===== src/design/pfa_pkg.sv =====
package pfa_pkg;

    // Table geometry
    localparam int NUM_BLOCKS = 16;
    localparam int SIZE_WIDTH = 16;
    localparam int IDX_W      = $clog2(NUM_BLOCKS);

    // Fixed field widths of the item formats
    localparam int TYPE_FIELD_W = 1;
    localparam int BLK_FIELD_W  = 4;
    localparam int SIZE_FIELD_W = 16;
    localparam int MODE_W       = 2;

    // Command queue between front and back
    localparam int QPTR_W  = 1;
    localparam int Q_DEPTH = 2 ** QPTR_W;

    // Items in flight at most: queue, back engine, output register
    localparam int MAX_OUTSTANDING = Q_DEPTH + 2;
    localparam int OUTST_W         = $clog2(MAX_OUTSTANDING + 1);

    // Request types
    localparam logic [TYPE_FIELD_W-1:0] REQ_LOAD     = 1'b0;
    localparam logic [TYPE_FIELD_W-1:0] REQ_ALLOCATE = 1'b1;

    // Search policies
    localparam logic [MODE_W-1:0] FIT_FIRST = 2'd0;
    localparam logic [MODE_W-1:0] FIT_BEST  = 2'd1;
    localparam logic [MODE_W-1:0] FIT_WORST = 2'd2;
    localparam logic [MODE_W-1:0] FIT_NONE  = 2'd3;

    typedef struct packed {
        logic [TYPE_FIELD_W-1:0] req_type;
        logic [BLK_FIELD_W-1:0]  block_index;
        logic [SIZE_FIELD_W-1:0] size_value;
    } in_item_t;

    typedef struct packed {
        logic                    placed;
        logic [BLK_FIELD_W-1:0]  placed_block;
        logic [SIZE_FIELD_W-1:0] remaining_after;
    } out_item_t;

    // Classified command handed from front to back
    typedef struct packed {
        logic                   is_load;
        logic                   in_range;
        logic [BLK_FIELD_W-1:0] block_index;
        logic [SIZE_WIDTH-1:0]  size;
    } cmd_t;

endpackage


===== src/design/partition_fit_allocator_top.sv =====
// Channel   | Ports                      | Direction | Carries
// ----------+----------------------------+-----------+------------------------------------
// input     | s_valid, s_ready, s_data   | in        | load or allocate item
// result    | m_valid, m_ready, m_data   | out       | placement result, one per item
// config    | cfg_wr_en, cfg_wr_data     | in        | fit_mode, written with no wait
//
// Steps: a load item passes the queue, the table write and the output register.
// An allocate item passes the queue, then the back engine walks the table one
// partition per cycle, then a write-back state and the output register; first fit
// stops at the first partition that fits. The single table read port sets this pace.
// Reset: aresetn low for one edge clears the table, the marks, fit_mode and the queue.
// Stalls: the input side keeps accepting until the two-entry queue fills; a
// held output item stalls only the back engine.
module partition_fit_allocator_top (
    input  logic                        aclk,
    input  logic                        aresetn,
    input  logic                        cfg_wr_en,
    input  logic [pfa_pkg::MODE_W-1:0]  cfg_wr_data,
    input  logic                        s_valid,
    output logic                        s_ready,
    input  pfa_pkg::in_item_t           s_data,
    output logic                        m_valid,
    input  logic                        m_ready,
    output pfa_pkg::out_item_t          m_data
);

    logic          cmd_valid;
    logic          cmd_pop;
    pfa_pkg::cmd_t cmd_head;

    // Front: accept, classify and queue items
    pfa_front u_front (
        .aclk      (aclk),
        .aresetn   (aresetn),
        .s_valid   (s_valid),
        .s_ready   (s_ready),
        .s_data    (s_data),
        .cmd_valid (cmd_valid),
        .cmd_pop   (cmd_pop),
        .cmd_head  (cmd_head)
    );

    // Back: hold the table, run the search, register the result item
    pfa_back u_back (
        .aclk        (aclk),
        .aresetn     (aresetn),
        .cfg_wr_en   (cfg_wr_en),
        .cfg_wr_data (cfg_wr_data),
        .cmd_valid   (cmd_valid),
        .cmd_pop     (cmd_pop),
        .cmd_head    (cmd_head),
        .m_valid     (m_valid),
        .m_ready     (m_ready),
        .m_data      (m_data)
    );

endmodule


===== src/design/pfa_front.sv =====
module pfa_front (
    input  logic              aclk,
    input  logic              aresetn,
    input  logic              s_valid,
    output logic              s_ready,
    input  pfa_pkg::in_item_t s_data,
    output logic              cmd_valid,
    input  logic              cmd_pop,
    output pfa_pkg::cmd_t     cmd_head
);

    pfa_pkg::cmd_t                 q_reg [pfa_pkg::Q_DEPTH];
    logic [pfa_pkg::QPTR_W-1:0]    wr_ptr_reg, wr_ptr_next;
    logic [pfa_pkg::QPTR_W-1:0]    rd_ptr_reg, rd_ptr_next;
    logic [pfa_pkg::QPTR_W:0]      count_reg, count_next;
    pfa_pkg::cmd_t                 cmd_in;
    logic                          push;
    logic                          pop;

    // Classify the incoming item
    always_comb begin
        cmd_in.is_load     = (s_data.req_type == pfa_pkg::REQ_LOAD);
        cmd_in.in_range    = (32'(s_data.block_index) < 32'(pfa_pkg::NUM_BLOCKS));
        cmd_in.block_index = s_data.block_index;
        cmd_in.size        = pfa_pkg::SIZE_WIDTH'(s_data.size_value);
    end

    assign s_ready   = (count_reg != (pfa_pkg::QPTR_W+1)'(pfa_pkg::Q_DEPTH));
    assign cmd_valid = (count_reg != '0);
    assign cmd_head  = q_reg[rd_ptr_reg];
    assign push      = s_valid && s_ready;
    assign pop       = cmd_pop && cmd_valid;

    always_comb begin
        wr_ptr_next = push ? wr_ptr_reg + 1'b1 : wr_ptr_reg;
        rd_ptr_next = pop  ? rd_ptr_reg + 1'b1 : rd_ptr_reg;
        count_next  = count_reg;
        if (push && !pop) begin
            count_next = count_reg + 1'b1;
        end else if (pop && !push) begin
            count_next = count_reg - 1'b1;
        end
    end

    always_ff @(posedge aclk) begin
        if (!aresetn) begin
            wr_ptr_reg <= '0;
            rd_ptr_reg <= '0;
            count_reg  <= '0;
        end else begin
            wr_ptr_reg <= wr_ptr_next;
            rd_ptr_reg <= rd_ptr_next;
            count_reg  <= count_next;
        end
    end

    always_ff @(posedge aclk) begin
        if (push) begin
            q_reg[wr_ptr_reg] <= cmd_in;
        end
    end

endmodule


===== src/design/pfa_back.sv =====
module pfa_back (
    input  logic                        aclk,
    input  logic                        aresetn,
    input  logic                        cfg_wr_en,
    input  logic [pfa_pkg::MODE_W-1:0]  cfg_wr_data,
    input  logic                        cmd_valid,
    output logic                        cmd_pop,
    input  pfa_pkg::cmd_t               cmd_head,
    output logic                        m_valid,
    input  logic                        m_ready,
    output pfa_pkg::out_item_t          m_data
);

    typedef enum logic [1:0] {
        ST_IDLE,
        ST_SCAN,
        ST_WRITE,
        ST_RESP
    } state_t;

    localparam logic [pfa_pkg::IDX_W-1:0] LAST_IDX = pfa_pkg::IDX_W'(pfa_pkg::NUM_BLOCKS - 1);

    state_t                             state_reg, state_next;
    logic [pfa_pkg::MODE_W-1:0]         mode_reg;
    logic [pfa_pkg::IDX_W-1:0]          scan_reg, scan_next;
    logic [pfa_pkg::IDX_W-1:0]          pick_reg, pick_next;
    logic [pfa_pkg::SIZE_WIDTH-1:0]     pick_size_reg, pick_size_next;
    logic [pfa_pkg::SIZE_WIDTH-1:0]     size_reg, size_next;
    logic                               found_reg, found_next;
    pfa_pkg::out_item_t                 res_reg, res_next;
    logic                               m_valid_reg, m_valid_next;
    pfa_pkg::out_item_t                 m_data_reg, m_data_next;

    logic [pfa_pkg::SIZE_WIDTH-1:0]     rem_reg [pfa_pkg::NUM_BLOCKS];
    logic [pfa_pkg::NUM_BLOCKS-1:0]     occ_reg;

    logic                               tbl_we;
    logic [pfa_pkg::IDX_W-1:0]          tbl_idx;
    logic [pfa_pkg::SIZE_WIDTH-1:0]     tbl_rem;
    logic                               tbl_occ;
    logic                               tbl_rem_we;

    logic [pfa_pkg::SIZE_WIDTH-1:0]     cur;
    logic                               fits;
    logic                               better;
    logic [pfa_pkg::SIZE_WIDTH-1:0]     new_rem;

    assign cur  = rem_reg[scan_reg];
    assign fits = (cur >= size_reg);

    always_comb begin
        case (mode_reg)
            pfa_pkg::FIT_BEST:  better = !found_reg || (cur < pick_size_reg);
            pfa_pkg::FIT_WORST: better = !found_reg || (cur > pick_size_reg);
            default:            better = 1'b0;
        endcase
    end

    assign new_rem = (mode_reg == pfa_pkg::FIT_BEST) ? pick_size_reg
                                                      : pick_size_reg - size_reg;

    always_comb begin
        state_next     = state_reg;
        scan_next      = scan_reg;
        pick_next      = pick_reg;
        pick_size_next = pick_size_reg;
        size_next      = size_reg;
        found_next     = found_reg;
        res_next       = res_reg;
        m_valid_next   = m_valid_reg;
        m_data_next    = m_data_reg;
        cmd_pop        = 1'b0;
        tbl_we         = 1'b0;
        tbl_rem_we     = 1'b0;
        tbl_idx        = pick_reg;
        tbl_rem        = new_rem;
        tbl_occ        = 1'b1;

        // Drop the output item once taken
        if (m_valid_reg && m_ready) begin
            m_valid_next = 1'b0;
        end

        case (state_reg)
            ST_IDLE: begin
                if (cmd_valid) begin
                    cmd_pop = 1'b1;
                    if (cmd_head.is_load) begin
                        tbl_idx    = pfa_pkg::IDX_W'(cmd_head.block_index);
                        tbl_rem    = cmd_head.size;
                        tbl_occ    = 1'b0;
                        tbl_we     = cmd_head.in_range;
                        tbl_rem_we = cmd_head.in_range;
                        res_next.placed          = 1'b0;
                        res_next.placed_block    = cmd_head.block_index;
                        res_next.remaining_after = cmd_head.in_range
                            ? pfa_pkg::SIZE_FIELD_W'(cmd_head.size) : '0;
                        state_next = ST_RESP;
                    end else begin
                        size_next  = cmd_head.size;
                        scan_next  = '0;
                        found_next = 1'b0;
                        state_next = ST_SCAN;
                    end
                end
            end
            ST_SCAN: begin
                if (fits && mode_reg == pfa_pkg::FIT_FIRST) begin
                    found_next     = 1'b1;
                    pick_next      = scan_reg;
                    pick_size_next = cur;
                    state_next     = ST_WRITE;
                end else begin
                    if (fits && !occ_reg[scan_reg] && better) begin
                        found_next     = 1'b1;
                        pick_next      = scan_reg;
                        pick_size_next = cur;
                    end
                    if (scan_reg == LAST_IDX) begin
                        state_next = ST_WRITE;
                    end else begin
                        scan_next = scan_reg + 1'b1;
                    end
                end
            end
            ST_WRITE: begin
                if (found_reg) begin
                    tbl_rem_we = (mode_reg != pfa_pkg::FIT_BEST);
                    tbl_we     = (mode_reg != pfa_pkg::FIT_FIRST);
                    res_next.placed          = 1'b1;
                    res_next.placed_block    = pfa_pkg::BLK_FIELD_W'(pick_reg);
                    res_next.remaining_after = pfa_pkg::SIZE_FIELD_W'(new_rem);
                end else begin
                    res_next = '0;
                end
                state_next = ST_RESP;
            end
            ST_RESP: begin
                if (!m_valid_reg || m_ready) begin
                    m_valid_next = 1'b1;
                    m_data_next  = res_reg;
                    state_next   = ST_IDLE;
                end
            end
            default: begin
                state_next = ST_IDLE;
            end
        endcase
    end

    always_ff @(posedge aclk) begin
        if (!aresetn) begin
            state_reg     <= ST_IDLE;
            mode_reg      <= pfa_pkg::FIT_FIRST;
            m_valid_reg   <= 1'b0;
            found_reg     <= 1'b0;
            scan_reg      <= '0;
            pick_reg      <= '0;
            pick_size_reg <= '0;
            size_reg      <= '0;
            res_reg       <= '0;
            m_data_reg    <= '0;
        end else begin
            state_reg     <= state_next;
            m_valid_reg   <= m_valid_next;
            found_reg     <= found_next;
            scan_reg      <= scan_next;
            pick_reg      <= pick_next;
            pick_size_reg <= pick_size_next;
            size_reg      <= size_next;
            res_reg       <= res_next;
            m_data_reg    <= m_data_next;
            if (cfg_wr_en) begin
                mode_reg <= cfg_wr_data;
            end
        end
    end

    // Partition table: remaining sizes and occupied marks
    always_ff @(posedge aclk) begin
        if (!aresetn) begin
            for (int i = 0; i < pfa_pkg::NUM_BLOCKS; i++) begin
                rem_reg[i] <= '0;
            end
            occ_reg <= '0;
        end else begin
            if (tbl_rem_we) begin
                rem_reg[tbl_idx] <= tbl_rem;
            end
            if (tbl_we) begin
                occ_reg[tbl_idx] <= tbl_occ;
            end
        end
    end

    assign m_valid = m_valid_reg;
    assign m_data  = m_data_reg;

endmodule


===== config.mk =====
export PLATFORM = sky130hd
export DESIGN_NAME = partition_fit_allocator_top
export DESIGN_NICKNAME = d
export VERILOG_FILES = /design/src/design/pfa_pkg.sv /design/src/design/partition_fit_allocator_top.sv /design/src/design/pfa_front.sv /design/src/design/pfa_back.sv
export SDC_FILE = /design/constraint.sdc
export NUM_CORES = 1
export LEC_CHECK = 0
export BUFFER_PORTS_ARGS = -buffer_cell sky130_fd_sc_hd__buf_2
export CORE_AREA = 2 2 250 252
export DETAILED_ROUTE_END_ITERATION = 6
export DIE_AREA = 0 0 252 254
export GPL_TIMING_DRIVEN = 1
export PLACE_DENSITY = 0.42
export SYNTH_ARGS = -nofsm -noshare
export SYNTH_HDL_FRONTEND = slang
export SYNTH_HIERARCHICAL = 1
export SYNTH_SLANG_ARGS = --single-unit

===== constraint.sdc =====
create_clock -name aclk -period 11.32 [get_ports aclk]
set_input_delay 1.698 -clock aclk [delete_from_list [all_inputs] [get_ports aclk]]
set_output_delay 1.698 -clock aclk [all_outputs]
set_load 0.02 [all_outputs]

==> impl_results.md, run 1 <==
* Worst min path class: flop to flop
* Syn Nets at 1688
* Gate power share at 36.1%
* Cell count after synthesis at 1603
* First-pass GRT wire length at 87.7 mm
* Yosys warnings at 6
* CTS root buf: clkbuf_16
* Tcrit/Tclk final at approximately 45%
* Worst-skew pair later-pin latency at about 0.59 ns
* DRC at 0
* R2r setup slk at around 6.2 ns
* Std cell rows at 91
* Dpl hpwl at 39.3 mm
* Synth area leaders: edfxtp_1 (46%), dfxtp_1 (12%), mux4_2 (7.8%), nor2_1 (4.6%), nand2_1 (3.6%)
* Internal Pwr Total at 3190 µW
* Fin util at 35.7%
* Worst EP required at 11.82 ns
* CTS hold repair buffers at 0
* Routed WL at between 50 and 60 mm
* Final hold viol count at 0
* Detail Route Antenna Nets at 0
* Final TNS setup at 0 ns
* Switch share at 38.9%
* Main flop type after synthesis: edfxtp_1
* Worst EP arrival at about 5.6 ns
* Mapped Area at 19500 µm²
* Vias in the first global route at 12780
* TritonRoute pass-1 iters at 5
* Critical path launch point type: flop
* # IOs at 51
* Hold Path End: u_back/m_data[15]
* Count of different cell masters after synthesis at 79
* R2r endpoint: u_back/pick_size_reg[2]
* Min-delay src: u_back/res_reg[15]
* Top-count cell post-synth: edfxtp_1
* Largest net degree at the start of global routing at 73
* Post-synth top area share at between 40% and 50%
* Ys async rst share at 0%
* Status: finished, final reports clean
* Grt total ovfl at 0
* Max clock buf depth at 3
* Postcts setup bufs at 0
* Sink Count at 411
* Routed vias/inst at 5.27
* Global placer's final weighted congestion at 0.812
* Post-synth EDFFs at 298
* Via Count at 12914
* Antenna cells at 0
* CTS tree: done
* Final Slew Violations at 0
* Seq/Total Area, Yosys at 57.6%
* Die area at roughly 64000 µm²
* Max reg flops at between 200 and 300
* Power Density at between 200 and 250 nW/µm²
* Hold_ws at 0.449 ns
* TritonCTS Buffers at 49
* Cell count of the worst reg-to-reg path at 10
* Placement-stage cell area at 20400 µm²
* Max-cap violation count at 0
* Initial Util at 31.8%
* Sequential power share at 34.7%
* Clock-pin slew on the worst setup and hold paths at 0.06 ns
* Clock Power Share at 29.1%
* GR Util All Layers at about a fifth
* Worst rel slew slack at between 20% and 30%
* Post-synthesis register bit count at 411
* Clk_skew at 0.0284 ns
* Crit path kind: flop to flop
* Final instance area at 21900 µm²
* Post_cts resized at 0
* Critical Path Sink Type: flop
* Least-Margin Pin Slew at 1.16 ns
* Worst Hold Depth at 2
* Max Clk Rate at 197 MHz
* H-tree levels at 2
* Port-buffer cells at 50
* Final net count at between 1500 and 2000
* Final min period at 5.08 ns
* Layout cells sized above 1 at about 16%
* Area leader, netlist: edfxtp_1
* Die width at 252 µm
* RSZ-0062 raised after global routing: false
* # setup viols final at 0
* Initial antenna violation count at 0
* Post-synth top cells: edfxtp_1 (298), nor2_1 (241), nand2_1 (188)
* Routed length per placed instance at roughly 24 µm
* VDD IR max at roughly 0.13 mV
* 1st-iter DRT viols at 1116
* Area Overhead vs Synth at 12.4%
* Pwr Total at 5210 µW
* Core Area at 61300 µm²
* LEAKAGE at around 0.0075 µW
* Die height at ~250 µm
* Psw at 2020 µW
* Syn avg cell area at 12.1 µm²
* Crit Path Max Fanout at 43
## per-layer routing
metal  vias up  routed length, µm  GRT usage, %
li1       5935                  -             -
met1      6618              27400          26.0
met2       292              28100          30.5
met3        69               2390          2.58
met4         0               1190          5.05
met5         -                  0             0
## critical path, stage by stage (launching register included)
cell and delay (ns):
dfxtp_4 0.65, buf_4 0.79, mux4_2 0.61, mux4_1 0.66
ha_1 0.38, nand4_1 0.22, a2111oi_0 0.54, a2111oi_2 0.08
mux2i_1 0.33, o31a_4 0.42, mux2i_1 0.23
## layout make-up
| class | instances | area [µm²] |
|---|---|---|
| inverter | 51 | 191 |
| multi-input combinational | 1031 | 7490 |
| sequential | 411 | 11200 |
| tap | 790 | 988 |
| timing repair buffer | 79 | 468 |
| clock buffer | 69 | 1320 |
| clock inverter | 21 | 205 |
| fill | 6067 | 39400 |
## power groups by stage
stage          logic (µW)  clock network [µW]  registers (µW)
3_5_place_dp         1880                   0            1840
5_1_grt              2040                1620            1830
3_3_place_gp         1880                   0            1840
2_1_floorplan        1290                   0            1800
6_report             1880                1520            1810
4_1_cts              1890                1560            1810
## cell usage in the layout, fill, tap and decap left out, drive strengths merged, types with 18 or more instances in the layout
cell    netlist  layout
inv          51      51
nor2        243     243
clkinv        0      18
buf          58      79
mux4         84      84
mux2i        37      37
mux2         21      21
nor3         55      55
dfxtp       113     113
a21oi       106     106
edfxtp      298     298
nand3        18      18
nand2       192     192
o21ai        47      47
clkbuf       52      69
ha           56      56
## worst max path at each step
stage / endpoint / slack, ns / depth (start not counted) / startpoint
after floorplan: flop / 7.50 / 12 / flop
after global placement: u_back/pick_size_reg[2] / 6.24 / 10 / flop
after detailed placement: u_back/pick_size_reg[10] / 6.13 / 10 / flop
after CTS: u_back/pick_size_reg[10] / 6.12 / 10 / flop
after global routing: u_back/pick_size_reg[11] / 5.79 / 10 / flop
final: u_back/pick_size_reg[2] / 6.24 / 10 / flop
## per-stage QoR
stage / instances / worst slack [ns]
3_3_place_gp: 2362 / 6.24
6_report: 2452 / 6.24
3_5_place_dp: 2362 / 6.13
5_1_grt: 2452 / 5.79
2_1_floorplan: 1603 / 7.50
4_1_cts: 2452 / 6.12
## kinds of logic after synthesis
logic type	synth area share (%)
and+or+nand+nor	12.6
DFF	57.6
AOI/OAI and AO/OA	8.29
buffers and inverters	4.07
muxes	13.2
adders and majority gates	3.70
xor gates and xnor gates	0.630
other	0.0193
No activity file was read; power rests on OpenSTA's default activity.
==> run 2: changes to the inputs <==
clock period = 4.8 ns   (was 11.32 ns; I/O delays follow)
==> impl_results.md, run 2 (synthesized netlist as in run 1, its figures left out) <==
* VDD IR max at 0.292 mV (was 0.128 mV)
* Postcts setup bufs at 0 (unchanged)
* Routed length per placed instance at 23.7 µm (was 24.1 µm)
* Initial antenna violation count at 0 (unchanged)
* Final hold viol count at 0 (unchanged)
* Core Area at 61300 µm² (unchanged)
* 1st-iter DRT viols at 1023 (was 1116)
* CTS root buf: clkbuf_16 (unchanged)
* Status: finished, final reports clean (unchanged)
* Std cell rows at 91 (unchanged)
* Worst min path class: primary input to flop (was flop to flop)
* Worst rel slew slack at 19.0% (was 22.9%)
* Layout cells sized above 1 at 17.4% (was 15.9%)
* LEAKAGE at 0.00762 µW (was 0.00752 µW)
* Max clock buf depth at 3 (unchanged)
* Antenna cells at 0 (unchanged)
* Final min period at 4.32 ns (was 5.08 ns)
* Clock-pin slew on the worst setup and hold paths at 0.06 ns (about the same)
* Tcrit/Tclk final at 89.9% (was 44.9%)
* Setup ws final at 0.485 ns (was 6.24 ns)
* Placement-stage cell area at 20500 µm² (was 20400 µm²)
* Max Clk Rate at 232 MHz (was 197 MHz)
* Worst EP required at 5.30 ns (was 11.82 ns)
* Critical Path Sink Type: flop (unchanged)
* TritonRoute pass-1 iters at 5 (unchanged)
* Routed WL at 58.4 mm (was 59.1 mm)
* # setup viols final at 0 (unchanged)
* Crit path kind: flop to flop (unchanged)
* Max reg flops at 256 (unchanged)
* Worst-skew pair later-pin latency at 0.59 ns (about the same)
* Worst EP arrival at 4.81 ns (was 5.58 ns)
* CTS hold repair buffers at 0 (unchanged)
* Area Overhead vs Synth at 13.3% (was 12.4%)
* Final Slew Violations at 0 (unchanged)
* Global placer's final weighted congestion at 0.806 (was 0.812)
* Routed vias/inst at 5.22 (was 5.27)
* Post_cts resized at 0 (unchanged)
* Largest net degree at the start of global routing at 75 (was 73)
* Crit Path Max Fanout at 20 (was 43)
* Final instance area at 22100 µm² (was 21900 µm²)
* TritonCTS Buffers at 49 (unchanged)
* H-tree levels at 2 (unchanged)
* Port-buffer cells at 50 (unchanged)
* Clk_skew at 0.0235 ns (was 0.0284 ns)
* GR Util All Layers at 18.5% (was 18.6%)
* Final net count at 1722 (was 1708)
* Grt total ovfl at 0 (unchanged)
* Hold_ws at 0.321 ns (was 0.449 ns)
* Via Count at 12885 (was 12914)
* Dpl hpwl at 40.9 mm (was 39.3 mm)
* Sink Count at 411 (unchanged)
* DRC at 0 (unchanged)
* Die area at 64000 µm² (unchanged)
* Detail Route Antenna Nets at 0 (unchanged)
* Place WS at 0.428 ns (was 6.13 ns)
* Die width at 252 µm (unchanged)
* Die height at 254 µm (unchanged)
* CTS tree: done (unchanged)
* Vias in the first global route at 12984 (was 12780)
* Final TNS setup at 0 ns (unchanged)
* # IOs at 51 (unchanged)
* Initial Util at 31.8% (unchanged)
* Commonest non-fill, non-tap cell in the layout: edfxtp_1 (unchanged)
* Fin util at 36.0% (was 35.7%)
* Least-Margin Pin Slew at 1.19 ns (was 1.16 ns)
* Max-cap violation count at 0 (unchanged)
* Commonest cells after routing, fill and taps aside: edfxtp_1 (298), nor2_1 (241), nand2_1 (188) (unchanged)
* Power Density at 557 nW/µm² (was 238 nW/µm²)
* RSZ-0062 raised after global routing: false (unchanged)
* Critical path launch point type: flop (unchanged)
* First-pass GRT wire length at 87.8 mm (was 87.7 mm)
-- run 2: area by class of cell --
type / count / area, µm²
Clock inverter: 22 / 166
Timing Repair Buffer: 93 / 636
Sequential cell: 411 / 11200
Clock buffer: 69 / 1370
Multi-Input combinational cell: 1031 / 7490
Inverter: 51 / 191
Tap cell: 790 / 988
Fill cell: 6044 / 39200
-- run 2: critical path, cell delays in order, from the launching register on --
cell and delay [ns]:
dfxtp_4 0.56, buf_12 0.23, mux4_2 0.58, mux4_1 0.63, ha_1 0.32, nand4_1 0.17, a2111oi_0 0.51, a211oi_2 0.24
a211oi_2 0.30, o31a_4 0.43, mux2i_1 0.23
-- run 2: path summary, 6_finish.rpt --
kind	end	slack, ns	start	cells after the start
worst max-delay path	u_back/pick_size_reg[5]	0.48	flop	10
worst min-delay path	u_front/q_reg[0][19]	0.32	s_data[19]	1
worst max register to register	u_back/pick_size_reg[5]	0.48	flop	10
worst min register to register	u_back/m_data[0]	0.45	u_back/res_reg[0]	2
-- run 2: power breakdown --
| part | switching, µW | internal (µW) |
|---|---|---|
| combinational | 3050 | 1380 |
| sequential | 175 | 4090 |
| clock | 1490 | 2100 |
| total | 4710 | 7570 |
-- run 2: layer usage --
metal	GRT usage, %	wire length (µm)
met1	25.5	27100
met2	29.9	27500
met3	2.87	2190
met4	5.75	1660
met5	0	0
-- run 2: stage by stage --
step	instances	total power [µW]
2_1_floorplan	1603	7290
3_3_place_gp	2376	8760
3_5_place_dp	2376	8760
4_1_cts	2467	12400
5_1_grt	2467	13000
6_report	2467	12300
==> run 3: changes to the inputs <==
ABC_AREA = 1   (was unset)
CORE_AREA = 2 2 224 226   (was 2 2 250 252)
DIE_AREA = 0 0 226 228   (was 0 0 252 254)
PLACE_DENSITY = 0.52   (was 0.42)
==> impl_results.md, run 3 <==
* # IOs at 51 (unchanged)
* Seq/Total Area, Yosys at 56.1% (was 57.6%)
* Hold Path End: u_front/q_reg[1][18] (was u_front/q_reg[0][19])
* Most used cell, CP: nand2_1 (was a211oi_2)
* Antenna cells at 0 (unchanged)
* Ys async rst share at 0% (unchanged)
* Initial antenna violation count at 0 (unchanged)
* Internal Pwr Total at 7810 µW (was 7570 µW)
* Grt total ovfl at 0 (unchanged)
* VDD IR max at 0.588 mV (was 0.292 mV)
* LEAKAGE at 0.00833 µW (was 0.00762 µW)
* Largest net degree at the start of global routing at 65 (was 75)
* Sequential power share at 31.3% (was 34.7%)
* CTS hold repair buffers at 0 (unchanged)
* Max reg flops at 256 (unchanged)
* Status: finished, final reports clean (unchanged)
* # setup viols final at 0 (unchanged)
* Die height at 228 µm (was 254 µm)
* Least-Margin Pin Slew at 1.16 ns (was 1.19 ns)
* Clock-pin slew on the worst setup and hold paths at 0.06 ns (about the same)
* Clock Power Share at 24.0% (was 29.2%)
* Hold_ws at 0.336 ns (was 0.321 ns)
* R2r endpoint: u_back/pick_size_reg[6] (was u_back/pick_size_reg[5])
* Post-synth top cells: nor2_1 (345), edfxtp_1 (298), nand2_1 (218) (was edfxtp_1 (298), nor2_1 (241), nand2_1 (188))
* Routed length per placed instance at 20.9 µm (was 23.7 µm)
* Main flop type after synthesis: edfxtp_1 (unchanged)
* CTS tree: done (unchanged)
* Commonest cells after routing, fill and taps aside: nor2_1 (343), edfxtp_1 (298), nand2_1 (218) (was edfxtp_1 (298), nor2_1 (241), nand2_1 (188))
* Clk_skew at 0.0122 ns (was 0.0235 ns)
* Top-count cell post-synth: nor2_1 (was edfxtp_1)
* TritonCTS Buffers at 46 (was 49)
* H-tree levels at 2 (unchanged)
* Final TNS setup at 0 ns (unchanged)
* Reg area at 11200 µm² (about the same)
* Syn Nets at 2141 (was 1688)
* Port-buffer cells at 50 (unchanged)
* Power Density at 636 nW/µm² (was 557 nW/µm²)
* Area Overhead vs Synth at 11.5% (was 13.3%)
* Vias in the first global route at 14165 (was 12984)
* Cell count after synthesis at 2056 (was 1603)
* Area leader, netlist: edfxtp_1 (unchanged)
* Final hold viol count at 0 (unchanged)
* Post_cts resized at 0 (unchanged)
* Die width at 226 µm (was 252 µm)
* Std cell rows at 82 (was 91)
* Sink Count at 411 (unchanged)
* Tcrit/Tclk final at 86.9% (was 89.9%)
* Initial Util at 40.5% (was 31.8%)
* 1st-iter DRT viols at 1183 (was 1023)
* Final min period at 4.17 ns (was 4.32 ns)
* Syn avg cell area at 9.73 µm² (was 12.1 µm²)
* Worst rel slew slack at 22.3% (was 19.0%)
* Worst Hold Depth at 1 (unchanged)
* Crit path largest cell delay at 0.68 ns (was 0.63 ns)
* Postcts setup bufs at 0 (unchanged)
* Mapped Area at 20000 µm² (was 19500 µm²)
* Filler Cells Inserted at 4732 (was 6044)
* Min-delay src: s_data[18] (was s_data[19])
* Post-synth EDFFs at 298 (unchanged)
* Worst EP required at 5.25 ns (was 5.30 ns)
* Die area at 51500 µm² (was 64000 µm²)
* Routed vias/inst at 5.32 (was 5.22)
* Crit Path Max Fanout at 31 (was 20)
* Post-synth top area share at 44.7% (was 46.0%)
* Worst min path class: primary input to flop (unchanged)
* Max-cap violation count at 0 (unchanged)
* Worst-skew pair later-pin latency at 0.57 ns (was 0.59 ns)
* Routed WL at 58.1 mm (was 58.4 mm)
* Worst path bufs/invs at 3 (was 1)
* Worst EP arrival at 4.62 ns (was 4.81 ns)
* CTS root buf: clkbuf_16 (unchanged)
* Final net count at 2152 (was 1722)
* R2r setup slk at 0.63 ns (was 0.48 ns)
* Layout cells sized above 1 at 11.1% (was 17.4%)
* Detail Route Antenna Nets at 0 (unchanged)
* Crit path kind: flop to flop (unchanged)
* Core Area at 49300 µm² (was 61300 µm²)
* Psw at 6370 µW (was 4710 µW)
* TritonRoute pass-1 iters at 5 (unchanged)
* CP max-delay cell: dfxtp_4 (was mux4_1)
* Cell count of the worst reg-to-reg path at 18 (was 10)
* Critical path launch point type: flop (unchanged)
* Via Count at 14759 (was 12885)
* Gate power share at 44.8% (was 36.0%)
* Max clock buf depth at 3 (unchanged)
* Yosys warnings at 6 (unchanged)
* CP delay by family, top: simple AND/OR/NAND/NOR gates (was compound AO/OA/AOI/OAI gates)
* Critical Path Sink Type: flop (unchanged)
* GR Util All Layers at 22.5% (was 18.5%)
* RSZ-0062 raised after global routing: false (unchanged)
* Max Clk Rate at 240 MHz (was 232 MHz)
* Final Slew Violations at 0 (unchanged)
* Global placer's final weighted congestion at 0.915 (was 0.806)
* Switch share at 44.9% (was 38.4%)
* Multi-input logic area at 7510 µm² (was 7490 µm²)
* DRC at 0 (unchanged)
* Count of different cell masters after synthesis at 49 (was 79)
* Post-synthesis register bit count at 411 (unchanged)
* Critical-path cell list: buf_4 -> a21oi_1 -> o21ai_0 -> o21ai_0 -> o211ai_1 -> nand2_1 -> ha_1 -> nand2_1 -> inv_1 -> nand3_1 -> nor3_1 -> nand3_1 -> nand3_1 -> nand2_1 -> inv_1 -> nand2_1 -> o21ai_0 -> nor2_1 (was buf_12 -> mux4_2 -> mux4_1 -> ha_1 -> nand4_1 -> a2111oi_0 -> a211oi_2 -> a211oi_2 -> o31a_4 -> mux2i_1)
* Synth area leaders: edfxtp_1 (45%), dfxtp_1 (11%), nor2_1 (6.5%), a21oi_1 (4.9%), o21ai_0 (4.9%) (was edfxtp_1 (46%), dfxtp_1 (12%), mux4_2 (7.8%), nor2_1 (4.6%), nand2_1 (3.6%))
* Commonest non-fill, non-tap cell in the layout: nor2_1 (was edfxtp_1)
* Dpl hpwl at 39.5 mm (was 40.9 mm)
* First-pass GRT wire length at 87.1 mm (was 87.8 mm)
==> run 3: cell count changes after synthesis, sizes merged, moves of 11 or more <==
cell	previous run	this run
nand2b	12	0
nand3	18	89
a311oi	11	0
nor2b	11	0
mux4	84	0
o211ai	5	70
nor2	243	355
a21oi	106	196
mux2i	37	66
nor3	55	2
inv	51	195
nand2	192	228
o21ai	47	203
==> run 3: worst reg2reg max path, stage by stage, from the launching register on <==
cell and delay (ns):
dfxtp_4 0.68, buf_4 0.39, a21oi_1 0.14, o21ai_0 0.09
o21ai_0 0.10, o211ai_1 0.38, nand2_1 0.18, ha_1 0.31
nand2_1 0.06, inv_1 0.06, nand3_1 0.08, nor3_1 0.28
nand3_1 0.11, nand3_1 0.17, nand2_1 0.09, inv_1 0.08
nand2_1 0.40, o21ai_0 0.37, nor2_1 0.07
==> run 3: area by class of cell <==
class | instances | area share, %
multi-input cells | 1328 | 33.7
clock buffers | 60 | 5.72
repair buffers | 83 | 2.41
inverters | 197 | 3.33
flip-flops and latches | 411 | 50.3
clock inverters | 25 | 0.791
well taps | 672 | 3.77
==> run 3: per-layer routing <==
| layer | global-route usage, % | wire length (µm) | vias up |
|---|---|---|---|
| met5 | 0 | 0 | - |
| met2 | 37.5 | 28100 | 393 |
| met1 | 29.9 | 25100 | 7189 |
| met3 | 3.26 | 2980 | 98 |
| li1 | - | - | 7079 |
| met4 | 8.01 | 1900 | 0 |
==> run 3: worst max path at each step <==
stage                     startpoint                       to  slack, ns  depth (start not counted)
after global routing            flop  u_back/pick_size_reg[1]       0.24                         18
after detailed placement        flop  u_back/pick_size_reg[7]       0.69                         18
after global placement          flop  u_back/pick_size_reg[9]       0.79                         18
final                           flop  u_back/pick_size_reg[6]       0.63                         18
after CTS                       flop  u_back/pick_size_reg[6]       0.68                         18
after floorplan                 flop  u_back/pick_size_reg[8]       1.90                         19
==> run 3: kinds of logic (layout without fill, tap and decap cells) <==
family                   after synthesis  count (layout)  share of synthesized area [%]
multiplexers                          87              87                           4.86
AO/OA/AOI/OAI                        491             491                           13.5
adder cells (fa/ha/maj)               57              57                           3.60
flip-flops                           411             411                           56.1
XOR/XNOR                               5               5                          0.219
buffers and inverters                317             365                           6.54
other                                  1               1                         0.0188
AND/OR/NAND/NOR                      687             687                           15.2
==> run 3: power by group through the flow <==
stage | Sequential (µW) | Combinational (µW) | Clock, µW
finish | 4430 | 6350 | 3400
global route | 4470 | 6910 | 3600
CTS | 4430 | 6350 | 3470
detailed placement | 4510 | 6340 | 0
global placement | 4500 | 6300 | 0
floorplan | 4440 | 4130 | 0
==> run 3: per-stage QoR <==
| step | cells | total power [µW] | area (µm²) | setup slack [ns] | utilization [%] |
|---|---|---|---|---|---|
| floorplan | 2056 | 8570 | 20000 | 1.90 | - |
| global placement | 2691 | 10800 | 20900 | 0.789 | 42.2 |
| detailed placement | 2691 | 10800 | 20900 | 0.685 | 42.2 |
| CTS | 2776 | 14300 | 22300 | 0.682 | 45.2 |
| global route | 2776 | 15000 | 22300 | 0.239 | 45.2 |
| finish | 2776 | 14200 | 22300 | 0.629 | 45.2 |
